File: config.mk
export PLATFORM = sky130hd
export DESIGN_NAME = round_robin_task_scheduler_core
export DESIGN_NICKNAME = d
export VERILOG_FILES = /design/src/rtl/rrts_pkg.sv /design/src/rtl/rrts_ram.sv /design/src/rtl/round_robin_task_scheduler_core.sv
export SDC_FILE = /design/constraint.sdc
export NUM_CORES = 1
export LEC_CHECK = 0
export BUFFER_PORTS_ARGS = -buffer_cell sky130_fd_sc_hd__buf_2
export CORE_MARGIN = 2
export CORE_UTILIZATION = 50
export CTS_BUF_LIST = sky130_fd_sc_hd__clkbuf_4 sky130_fd_sc_hd__clkbuf_8 sky130_fd_sc_hd__clkbuf_16
export DETAILED_ROUTE_END_ITERATION = 7
export GPL_TIMING_DRIVEN = 0
export PLACE_DENSITY = 0.69
export SLEW_MARGIN = 20
export SYNTH_ARGS = -nofsm -noshare
export SYNTH_HDL_FRONTEND = slang
export SYNTH_SLANG_ARGS = --single-unit
File: constraint.sdc
create_clock -name clk -period 4.16 [get_ports clk]
set_clock_uncertainty 0.1 [all_clocks]
set_input_delay 0.624 -clock clk [delete_from_list [all_inputs] [get_ports clk]]
set_output_delay 0.624 -clock clk [all_outputs]
set_load 0.005 [all_outputs]
File: src/rtl/rrts_pkg.sv
`default_nettype none

package rrts_pkg;

	localparam int TICK_W  = 16;
	localparam int SLICE_W = 8;
	localparam int OUT_SLOT_W = 4;

	localparam logic [SLICE_W-1:0] SLICE_RESET = 8'd16;
	localparam logic [SLICE_W-1:0] SLICE_MAX   = 8'd255;

	localparam logic [1:0] OP_TICK  = 2'd0;
	localparam logic [1:0] OP_FORK  = 2'd1;
	localparam logic [1:0] OP_SLEEP = 2'd2;
	localparam logic [1:0] OP_EXIT  = 2'd3;

	localparam logic STATUS_DONE      = 1'b0;
	localparam logic STATUS_FORK_FAIL = 1'b1;

	typedef enum logic [1:0] {
		SLOT_DEAD     = 2'd0,
		SLOT_RUNNABLE = 2'd1,
		SLOT_RUNNING  = 2'd2,
		SLOT_BLOCKED  = 2'd3
	} slot_state_t;

	typedef struct packed {
		logic [1:0]        opcode;
		logic [TICK_W-1:0] sleep_ticks;
	} in_item_t;

	typedef struct packed {
		logic                  status;
		logic [OUT_SLOT_W-1:0] child_slot;
		logic [OUT_SLOT_W-1:0] running_slot_out;
		logic                  switched;
	} out_item_t;

endpackage

`default_nettype wire

File: src/rtl/rrts_ram.sv
`default_nettype none

module rrts_ram #(
	parameter int WIDTH = 16,
	parameter int DEPTH = 16
) (
	input  wire logic                     clk,
	input  wire logic                     we,
	input  wire logic [$clog2(DEPTH)-1:0] waddr,
	input  wire logic [WIDTH-1:0]         wdata,
	input  wire logic [$clog2(DEPTH)-1:0] raddr,
	output      logic [WIDTH-1:0]         rdata
);

	logic [WIDTH-1:0] mem_q [DEPTH];

	always_ff @(posedge clk) begin
		if (we) begin
			mem_q[waddr] <= wdata;
		end
		rdata <= mem_q[raddr];
	end

endmodule

`default_nettype wire

File: src/rtl/round_robin_task_scheduler_core.sv
// Tick, sleep and exit: the result is registered after the input transfer through the states
// S_PREP, S_CUR, S_SCAN, S_FIN and S_OUT, with S_FIN2 between S_FIN and S_OUT when the pass
// switches slots. The slot scan visits one slot per cycle through the shared countdown unit
// and the sleep-count RAM port. Fork first searches for a free slot at one slot per cycle,
// starting at slot 1; a failed fork answers once that search finds no free slot. One item is
// in flight at a time: the next transfer is taken only after the result, and result stalls delay it.
`default_nettype none

module round_robin_task_scheduler_core #(
	parameter int SLOTS = 16
) (
	input  wire logic               clk,
	input  wire logic               arst_n,
	input  wire logic               in_valid,
	output      logic               in_stall,
	input  wire rrts_pkg::in_item_t in_item,
	output      logic               out_valid,
	input  wire logic               out_stall,
	output      rrts_pkg::out_item_t out_item,
	input  wire logic               cfg_wen,
	input  wire logic [7:0]         cfg_wdata
);

	localparam int IW = $clog2(SLOTS);
	localparam logic [IW-1:0] LAST_IDX = IW'(SLOTS - 1);

	typedef enum logic [2:0] {
		S_IDLE,
		S_FSCAN,
		S_PREP,
		S_CUR,
		S_SCAN,
		S_FIN,
		S_FIN2,
		S_OUT
	} fsm_t;

	fsm_t                                state_q;
	rrts_pkg::slot_state_t               slot_st_q [SLOTS];
	logic [1:0]                          op_q;
	logic [rrts_pkg::TICK_W-1:0]         ticks_q;
	logic [IW-1:0]                       idx_q;
	logic [IW-1:0]                       cur_q;
	logic [IW-1:0]                       pick_q;
	logic                                pick_ok_q;
	logic [IW-1:0]                       child_q;
	logic                                fail_q;
	logic                                sw_q;
	logic [rrts_pkg::SLICE_W-1:0]        slice_q;
	logic [rrts_pkg::SLICE_W-1:0]        slice_len_q;
	logic                                out_valid_q;
	rrts_pkg::out_item_t                 out_item_q;

	logic [IW-1:0]                       rd_addr;
	rrts_pkg::slot_state_t               st_rd;
	logic                                ram_we;
	logic [IW-1:0]                       ram_waddr;
	logic [rrts_pkg::TICK_W-1:0]         ram_wdata;
	logic [IW-1:0]                       ram_raddr;
	logic [rrts_pkg::TICK_W-1:0]         ram_rdata;
	logic                                wake;
	logic                                out_free;

	assign in_stall  = (state_q != S_IDLE);
	assign out_valid = out_valid_q;
	assign out_item  = out_item_q;
	assign out_free  = !out_valid_q || !out_stall;

	assign rd_addr = (state_q == S_FSCAN || state_q == S_SCAN) ? idx_q : cur_q;
	assign st_rd   = slot_st_q[rd_addr];
	// A blocked slot with a count of zero or one wakes in this pass.
	assign wake    = (ram_rdata[rrts_pkg::TICK_W-1:1] == '0);

	// The sleep counts are read one slot ahead so that the data for slot idx_q
	// arrives in the cycle that slot is processed.
	always_comb begin
		ram_we    = 1'b0;
		ram_waddr = idx_q;
		ram_wdata = '0;
		ram_raddr = idx_q + IW'(1);
		case (state_q)
			S_PREP: begin
				if (op_q == rrts_pkg::OP_FORK) begin
					ram_we    = 1'b1;
					ram_waddr = child_q;
				end else if (op_q == rrts_pkg::OP_SLEEP) begin
					ram_we    = 1'b1;
					ram_waddr = cur_q;
					ram_wdata = ticks_q;
				end
			end
			S_CUR: begin
				ram_raddr = '0;
			end
			S_SCAN: begin
				if (st_rd == rrts_pkg::SLOT_BLOCKED) begin
					ram_we    = 1'b1;
					ram_wdata = wake ? '0 : ram_rdata - rrts_pkg::TICK_W'(1);
				end
			end
			default: begin
			end
		endcase
	end

	rrts_ram #(
		.WIDTH(rrts_pkg::TICK_W),
		.DEPTH(SLOTS)
	) u_sleep_ram (
		.clk   (clk),
		.we    (ram_we),
		.waddr (ram_waddr),
		.wdata (ram_wdata),
		.raddr (ram_raddr),
		.rdata (ram_rdata)
	);

	always_ff @(posedge clk or negedge arst_n) begin
		if (!arst_n) begin
			state_q     <= S_IDLE;
			for (int i = 0; i < SLOTS; i++) begin
				slot_st_q[i] <= (i == 0) ? rrts_pkg::SLOT_RUNNING : rrts_pkg::SLOT_DEAD;
			end
			op_q        <= rrts_pkg::OP_TICK;
			ticks_q     <= '0;
			idx_q       <= '0;
			cur_q       <= '0;
			pick_q      <= '0;
			pick_ok_q   <= 1'b0;
			child_q     <= '0;
			fail_q      <= 1'b0;
			sw_q        <= 1'b0;
			slice_q     <= '0;
			slice_len_q <= rrts_pkg::SLICE_RESET;
			out_valid_q <= 1'b0;
			out_item_q  <= '0;
		end else begin
			if (cfg_wen) begin
				slice_len_q <= cfg_wdata;
			end
			if (out_valid_q && !out_stall && state_q != S_OUT) begin
				out_valid_q <= 1'b0;
			end
			case (state_q)
				S_IDLE: begin
					if (in_valid) begin
						op_q    <= in_item.opcode;
						ticks_q <= in_item.sleep_ticks;
						child_q <= '0;
						fail_q  <= rrts_pkg::STATUS_DONE;
						sw_q    <= 1'b0;
						idx_q   <= IW'(1);
						state_q <= (in_item.opcode == rrts_pkg::OP_FORK) ? S_FSCAN : S_PREP;
					end
				end
				S_FSCAN: begin
					if (st_rd == rrts_pkg::SLOT_DEAD) begin
						child_q <= idx_q;
						state_q <= S_PREP;
					end else if (idx_q == LAST_IDX) begin
						// No free slot: the fork fails and leaves everything as it was.
						fail_q  <= rrts_pkg::STATUS_FORK_FAIL;
						state_q <= S_OUT;
					end else begin
						idx_q <= idx_q + IW'(1);
					end
				end
				S_PREP: begin
					case (op_q)
						rrts_pkg::OP_FORK: begin
							slot_st_q[child_q] <= rrts_pkg::SLOT_RUNNABLE;
						end
						rrts_pkg::OP_SLEEP: begin
							slot_st_q[cur_q] <= rrts_pkg::SLOT_BLOCKED;
							slice_q          <= slice_len_q;
						end
						rrts_pkg::OP_EXIT: begin
							slot_st_q[cur_q] <= rrts_pkg::SLOT_DEAD;
							slice_q          <= slice_len_q;
						end
						default: begin
						end
					endcase
					state_q <= S_CUR;
				end
				S_CUR: begin
					if (st_rd == rrts_pkg::SLOT_RUNNING && slice_q != rrts_pkg::SLICE_MAX) begin
						slice_q <= slice_q + rrts_pkg::SLICE_W'(1);
					end
					idx_q     <= '0;
					pick_ok_q <= 1'b0;
					state_q   <= S_SCAN;
				end
				S_SCAN: begin
					if (st_rd == rrts_pkg::SLOT_BLOCKED) begin
						if (wake) begin
							slot_st_q[idx_q] <= rrts_pkg::SLOT_RUNNABLE;
							pick_q           <= idx_q;
							pick_ok_q        <= 1'b1;
						end
					end else if (st_rd == rrts_pkg::SLOT_RUNNABLE) begin
						pick_q    <= idx_q;
						pick_ok_q <= 1'b1;
					end
					if (idx_q == LAST_IDX) begin
						state_q <= S_FIN;
					end else begin
						idx_q <= idx_q + IW'(1);
					end
				end
				S_FIN: begin
					if (slice_q >= slice_len_q && pick_ok_q) begin
						// Demote the old slot first so a re-chosen slot ends up running.
						if (st_rd == rrts_pkg::SLOT_RUNNING) begin
							slot_st_q[cur_q] <= rrts_pkg::SLOT_RUNNABLE;
						end
						slice_q <= '0;
						sw_q    <= 1'b1;
						state_q <= S_FIN2;
					end else begin
						if (slice_q >= slice_len_q && (st_rd == rrts_pkg::SLOT_RUNNING ||
						                               st_rd == rrts_pkg::SLOT_RUNNABLE)) begin
							slice_q <= '0;
						end
						state_q <= S_OUT;
					end
				end
				S_FIN2: begin
					slot_st_q[pick_q] <= rrts_pkg::SLOT_RUNNING;
					cur_q             <= pick_q;
					state_q           <= S_OUT;
				end
				S_OUT: begin
					if (out_free) begin
						out_valid_q                 <= 1'b1;
						out_item_q.status           <= fail_q;
						out_item_q.child_slot       <= rrts_pkg::OUT_SLOT_W'(child_q);
						out_item_q.running_slot_out <= rrts_pkg::OUT_SLOT_W'(cur_q);
						out_item_q.switched         <= sw_q;
						state_q                     <= S_IDLE;
					end
				end
				default: begin
					state_q <= S_IDLE;
				end
			endcase
		end
	end

endmodule

`default_nettype wire
== After elaboration in Yosys (flattened, before gate mapping) ==
Memory sizes are Yosys's and may differ from the RTL's. A register that Yosys moved wholly into a read port is not among the register bits.
Cells that the tools add are included.

* Register bits after elaboration: 99
* Memory bits (writable): 256
* Input bits: 31
* Word-level logic and storage cells: 208
* Memories: 1

{| class="wikitable"
|+ Memory list
! memory !! words !! width !! read ports !! clocked after Yosys merged registers in !! write ports !! line !! source
|-
| u_sleep_ram.mem_q || 16 || 16 || 1 || 1 || 1 || rrts_ram.sv:15 || <nowiki>logic [WIDTH-1:0] mem_q [DEPTH];</nowiki>
|}

* $add $sub $neg: 3
* $lt $le $gt $ge: 10
* Eq/ne operators: 35
* Multiplexer cells: 69
* Bitwise operators: 20
* Reductions and logical operators: 37

{| class="wikitable"
|+ Operators with widths
! cell !! number
|-
| two-way mux 32 bit || 4
|-
| one-hot mux 32 bit (4 select lines) || 1
|-
| one-hot mux 32 bit (3 select lines) || 1
|-
| AND 16 bit || 4
|-
| two-way mux 16 bit || 4
|-
| inverter 16 bit || 4
|-
| OR 16 bit || 4
|-
| two-way mux 4 bit || 13
|-
| AND 32 bit || 1
|-
| demux 2 bit (select 4 bit) || 4
|-
| two-way mux 8 bit || 4
|-
| inverter 32 bit || 1
|-
| OR 32 bit || 1
|-
| one-hot mux 16 bit (2 select lines) || 1
|-
| >= comparator 5 bit (second input constant) || 5
|-
| inverter 4 -> 5 bit || 5
|-
| one-hot mux 3 bit (8 select lines) || 1
|-
| one-hot mux 8 bit (3 select lines) || 1
|-
| < comparator 5 x 1 -> 1 bit (second input constant) || 4
|-
| inequality test 2 bit (second input constant) || 9
|-
| two-way mux 1 bit || 16
|-
| one-hot mux 4 bit (4 select lines) || 1
|-
| subtractor 16 x 1 -> 16 bit (second input constant) || 1
|-
| zero test 15 bit || 1
|-
| other kinds (32) || 83
|}

== Depth between registers and ports, before layout ==
* Depth after elaboration: 13
* Depth in mapped cells: 17

== Modules after synthesis ==
Synthesis repeated with hierarchy kept, for this count alone.

* Cell total of the unflattened synthesis: 1355
* Area, all modules: 17596.9 um^2

{| class="wikitable"
|+ Modules (own cells, without submodules)
! module !! times used !! cells an instance !! area an instance (um^2)
|-
| rrts_ram || 1 || 432 || 10042.1
|-
| round_robin_task_scheduler_core || 1 || 923 || 7554.7
|}

== Worst setup path before layout ==
OpenSTA, ideal clock, no wires.

* Path type: register to register
* From: register state_q[0]
* To: register slot_st_q[7] in the netlist's numbering
* Setup time: 0.121 ns
* Data arrival time: 3.947 ns
* Path slack: -0.008 ns
* Cell stages (with the launch flop): 18
* Buffers on the path: 2
* Clock period less this slack: 4.168 ns
* Cell sequence: dfrtp_1 inv_1 ha_1 clkbuf_1 mux2i_4 mux2i_2 mux4_2 nor3b_2 a211oi_4 inv_1 ha_1 nor4b_1 nand4b_1 a211o_1 o21bai_4 buf_2 a21oi_1 o22a_1

* Longest elaborated chain between the ends: 10
* Elaborated cells between the ends (all ways): 21
* Classes of those cells: eq/ne (12); mux (5); bitwise (1); reduce/logical (3)

{| class="wikitable"
|+ RTL lines
! item !! line !! source
|-
| start: declaration || round_robin_task_scheduler_core.sv:38 || <nowiki>fsm_t state_q;</nowiki>
|-
| start signal: assignment || round_robin_task_scheduler_core.sv:153 || <nowiki>state_q <= (in_item.opcode == rrts_pkg::OP_FORK) ? S_FSCAN : S_PREP;</nowiki>
|-
| equality test 3 x 1 -> 1 bit or equality test 3 bit (tied branches) || round_robin_task_scheduler_core.sv:69, round_robin_task_scheduler_core.sv:144 ||
|-
| logical OR 1 bit || round_robin_task_scheduler_core.sv:69 || <nowiki>assign rd_addr = (state_q == S_FSCAN || state_q == S_SCAN) ? idx_q : cur_q;</nowiki>
|-
| two-way mux 4 bit || round_robin_task_scheduler_core.sv:69 ||
|-
| inverter 4 -> 5 bit (not written as such) || round_robin_task_scheduler_core.sv:70 || <nowiki>assign st_rd = slot_st_q[rd_addr];</nowiki>
|-
| binary-select mux 2 bit (select 4 bit) || round_robin_task_scheduler_core.sv:70 ||
|-
| two-way mux 2 bit (not written as such) (2 in a row) || round_robin_task_scheduler_core.sv:70 ||
|-
| equality test 2 bit (on tied branches) || round_robin_task_scheduler_core.sv:214, round_robin_task_scheduler_core.sv:195 ||
|-
| inequality test 2 bit (no source line) or inequality test 2 x 1 -> 1 bit (tied branches) || -- ||
|-
| AND reduction 6 bit (no source line) || -- ||
|-
| end signal: indexed assignment || round_robin_task_scheduler_core.sv:197 || <nowiki>slot_st_q[idx_q] <= rrts_pkg::SLOT_RUNNABLE;</nowiki>
|-
| end signal: indexed assignment || round_robin_task_scheduler_core.sv:215 || <nowiki>slot_st_q[cur_q] <= rrts_pkg::SLOT_RUNNABLE;</nowiki>
|-
| end signal: indexed assignment || round_robin_task_scheduler_core.sv:229 || <nowiki>slot_st_q[pick_q] <= rrts_pkg::SLOT_RUNNING;</nowiki>
|-
| end: declaration || round_robin_task_scheduler_core.sv:39 || <nowiki>rrts_pkg::slot_state_t slot_st_q [SLOTS];</nowiki>
|}

Parallel ways exist; a longest one is shown, timed or not. The select of a mux whose other input is x is not followed.
A chain may end at the register's enable or synchronous reset.

== Worst setup path in the final report ==
* From: register state_q[1]
* To: register slot_st_q[16] in the netlist's numbering

The elaborated chain is that of the path after synthesis.

==> impl_results.md <==
- Final worst-path cycle share: 1.061
- Crit path max fanout: 8
- Grt met1 use: 0.3717
- Crit path DAT: 4.82 ns
- Drt total wl: 59.05 mm
- Most common library cell in the layout ignoring fill and taps: edfxtp_1
- Mapped cell area: 17990 µm²
- Initial DRC Count: 1405
- CTS tree: yes
- Largest net degree at the start of global routing: 73
- Number of CTS-inserted buffers: 40
- VDD IR max: 0.4456 mV
- Vias: 14353
- Number of synthesized flops with an enable pin: 256
- Worst setup path class: flop to flop
- Global Route Usage Sum: 0.3092
- DP Cell Count: 2075
- Die Ht: 193.7 µm
- Most frequent cells in the layout: 256 x edfxtp_1, 166 x nand2_1, 96 x dfrtp_1
- Ports: 43
- Final setup fails: 128
- Fraction of layout cells with a size suffix above 1: 0.1916
- Die Wd: 193.7 µm
- Area contributors post-synth: edfxtp_1 43%, dfrtp_1 13%, nand2_1 3.5%
- CP startpoint kind: flop
- Layer with the highest usage: met2
- Leak pwr: 8.007 nW
- Hold Path Class: input pin to flop
- Yosys top cell by area: edfxtp_1
- Area grow syn2layout: 19.56%
- N_diodes: 0
- Drt first pass iters: 7
- Final worst-path setup slack: -0.2546 ns
- Clock Root Buffer: clkbuf_16
- Status: finished with violations
- Met3 Resource Use GR: 0.04627
- Clock latency on the worst-skew pair: 0.58 ns
- H-tree depth: 2
- Core Rows: 69
- Worst slew pin tran: 1.077 ns
- Seq/Total Area, Yosys: 0.5829
- Ys flop type: edfxtp_1
- WP data required: 4.56 ns
- Vias in the first global route: 14205
- Mapped Cells: 1559
- GRT met2 Usage: 0.5262
- Worst setup EP type: flop
- Final Util: 0.6063
- Remaining antenna violation count after routing: 0
- Post-Syn Nets: 1616
- Fill cells: 2821
- Port bufs: 42
- Initial antenna violation count: 0
- Share of the synthesized area in the top cell type: 0.4272
- Gr ovfl total: 0
- First-pass GRT wire length: 87.44 mm
- Power density over the cells: 808.6 nW/µm²
- Via density: 6.542
- PnR Total Power: 17.40 mW
- Clock sinks: 371
- Post-synth ARST share: 0.2668
- DRC Markers: 0
- Min Clock Period, post-route: 4.415 ns
- Dpl hpwl: 39.84 mm
- Slew Limit Fails: 0
- Final nets: 1759
- Max_cap viols: 0
- Post-synthesis register bit count: 371
- Core outline area: 35480 µm²
- Failing checks: negative setup slack
- Final Hold Fails: 0
- Final non-filler cell total: 2194
- Distinct cell type count after synthesis: 78
- Setup TNS: -9.646 ns
- Initial core utilization: 0.5071
- Synth warn: 0
- Worst-path clk slew: 0.06 ns
- RSZ-0062 raised after global routing: true
- CTS Buffer Depth: 3
- Global placement routability congestion: 0.9934
- Mapped Avg Cell Area: 11.54 µm²
- Slew HR: 0.2822
- WL per Instance: 26.92 µm
- Die area: 37520 µm²
- Place WS: -1.606 ns
- Peak Freq: 226.5 MHz
==> final timing paths <==
| kind | from | to | slack [ns] | cells past startpoint |
|---|---|---|---|---|
| worst max-delay path | state_q[1] | slot_st_q[16] | -0.25 | 19 |
| worst min-delay path | cfg_wdata[7] | slice_len_q[7] | 0.17 | 3 |
| max in group asynchronous | arst_n | state_q[0] | 2.83 | 3 |
| worst max register to register | state_q[1] | slot_st_q[16] | -0.25 | 19 |
| worst min register to register | out_item[7] | out_item[7] | 0.40 | 1 |
| min in group asynchronous | arst_n | slot_st_q[24] | 0.40 | 2 |
==> sequential cells by signal, summed over array words and instances (netlist names) <==
register / flops
u_sleep_ram.mem_q: 256
slot_st_q: 32
ticks_q: 16
u_sleep_ram.rdata: 16
out_item: 10
slice_len_q: 8
slice_q: 8
child_q: 4
cur_q: 4
idx_q: 4
pick_q: 4
state_q: 3
op_q: 2
fail_q: 1
out_valid: 1
pick_ok_q: 1
sw_q: 1
==> cells in the mapped netlist (23+ instances only) <==
library cell  instances
inv_1                28
a21oi_1             106
a211oi_1             28
nand3_1              54
nor2b_1              36
o21ai_1              34
nand2_1             170
o21ai_0              68
clkbuf_1             88
edfxtp_1            256
ha_1                 26
mux2i_1              51
dfrtp_1              97
o211ai_1             29
nor2_1               95
o22ai_1              23
mux2_2               34
==> worst max-delay path, stage by stage, from the launching register on <==
cell      delay, ns
dfrtp_1        0.39
inv_4          0.07
ha_4           0.18
mux2i_4        0.23
buf_6          0.16
mux2i_4        0.24
buf_12         0.17
mux2i_1        0.10
mux2i_1        0.27
mux2i_2        0.16
mux2i_2        0.24
ha_2           0.27
nor4b_4        0.22
nand4b_1       0.22
a211o_4        0.46
buf_6          0.13
o21bai_4       0.25
buf_8          0.20
a211o_1        0.22
nand2_1        0.06
==> power breakdown <==
group          switching (mW)  internal (mW)  leakage (nW)
Clock                    1.54           2.23         0.687
Combinational            5.33           3.20          3.40
Sequential              0.520           4.58          3.92
Total                    7.39           10.0          8.01
==> logic make-up (layout without fill, tap and decap cells) <==
family,Yosys count,count (layout),synth area share
xor+xnor,14,14,0.006814
simple gates,465,465,0.1218
compound gates,432,433,0.1583
flops,371,371,0.5829
mux,114,114,0.08247
fa+ha+maj,26,26,0.01808
buf+inv,137,310,0.02976
==> area by class of cell <==
type | count | area, µm² | area share
well taps | 461 | 576.8 | 0.02681
multi-input cells | 1052 | 7488 | 0.3481
plain buffers | 105 | 469.2 | 0.02181
repair buffers | 103 | 993.5 | 0.04618
clock buffers | 47 | 1066 | 0.04955
clock inverters | 26 | 319.1 | 0.01483
inverters | 29 | 111.4 | 0.005176
flip-flops and latches | 371 | 10490 | 0.4876
==> per-stage QoR <==
step,cell area (µm²),hold slack (ns)
2_1_floorplan,18000,0.2284
3_3_place_gp,18790,0.3845
3_5_place_dp,19070,0.3897
4_1_cts,21130,0.1475
5_1_grt,21510,0.1691
6_report,21510,0.1671
==> repair_timing <==
item / in CTS / in global routing
cloned: 4 / 1
hold buffers: 1 / 0
setup endpoints to repair: 568 / 516
gates resized for setup: 84 / 44
endpoints found under the hold margin: 27 / 0
buffers inserted: 25 / 19
pin swaps: 18 / 34
==> layer usage <==
metal	vias up	share of wire	routed length, µm
met2	770	0.49	28850
met3	233	0.071	4169
met1	7132	0.37	22060
met4	0	0.067	3977
met5	-	0	0
li1	6218	-	-
Note: power is estimated with default switching activity, not from simulation.
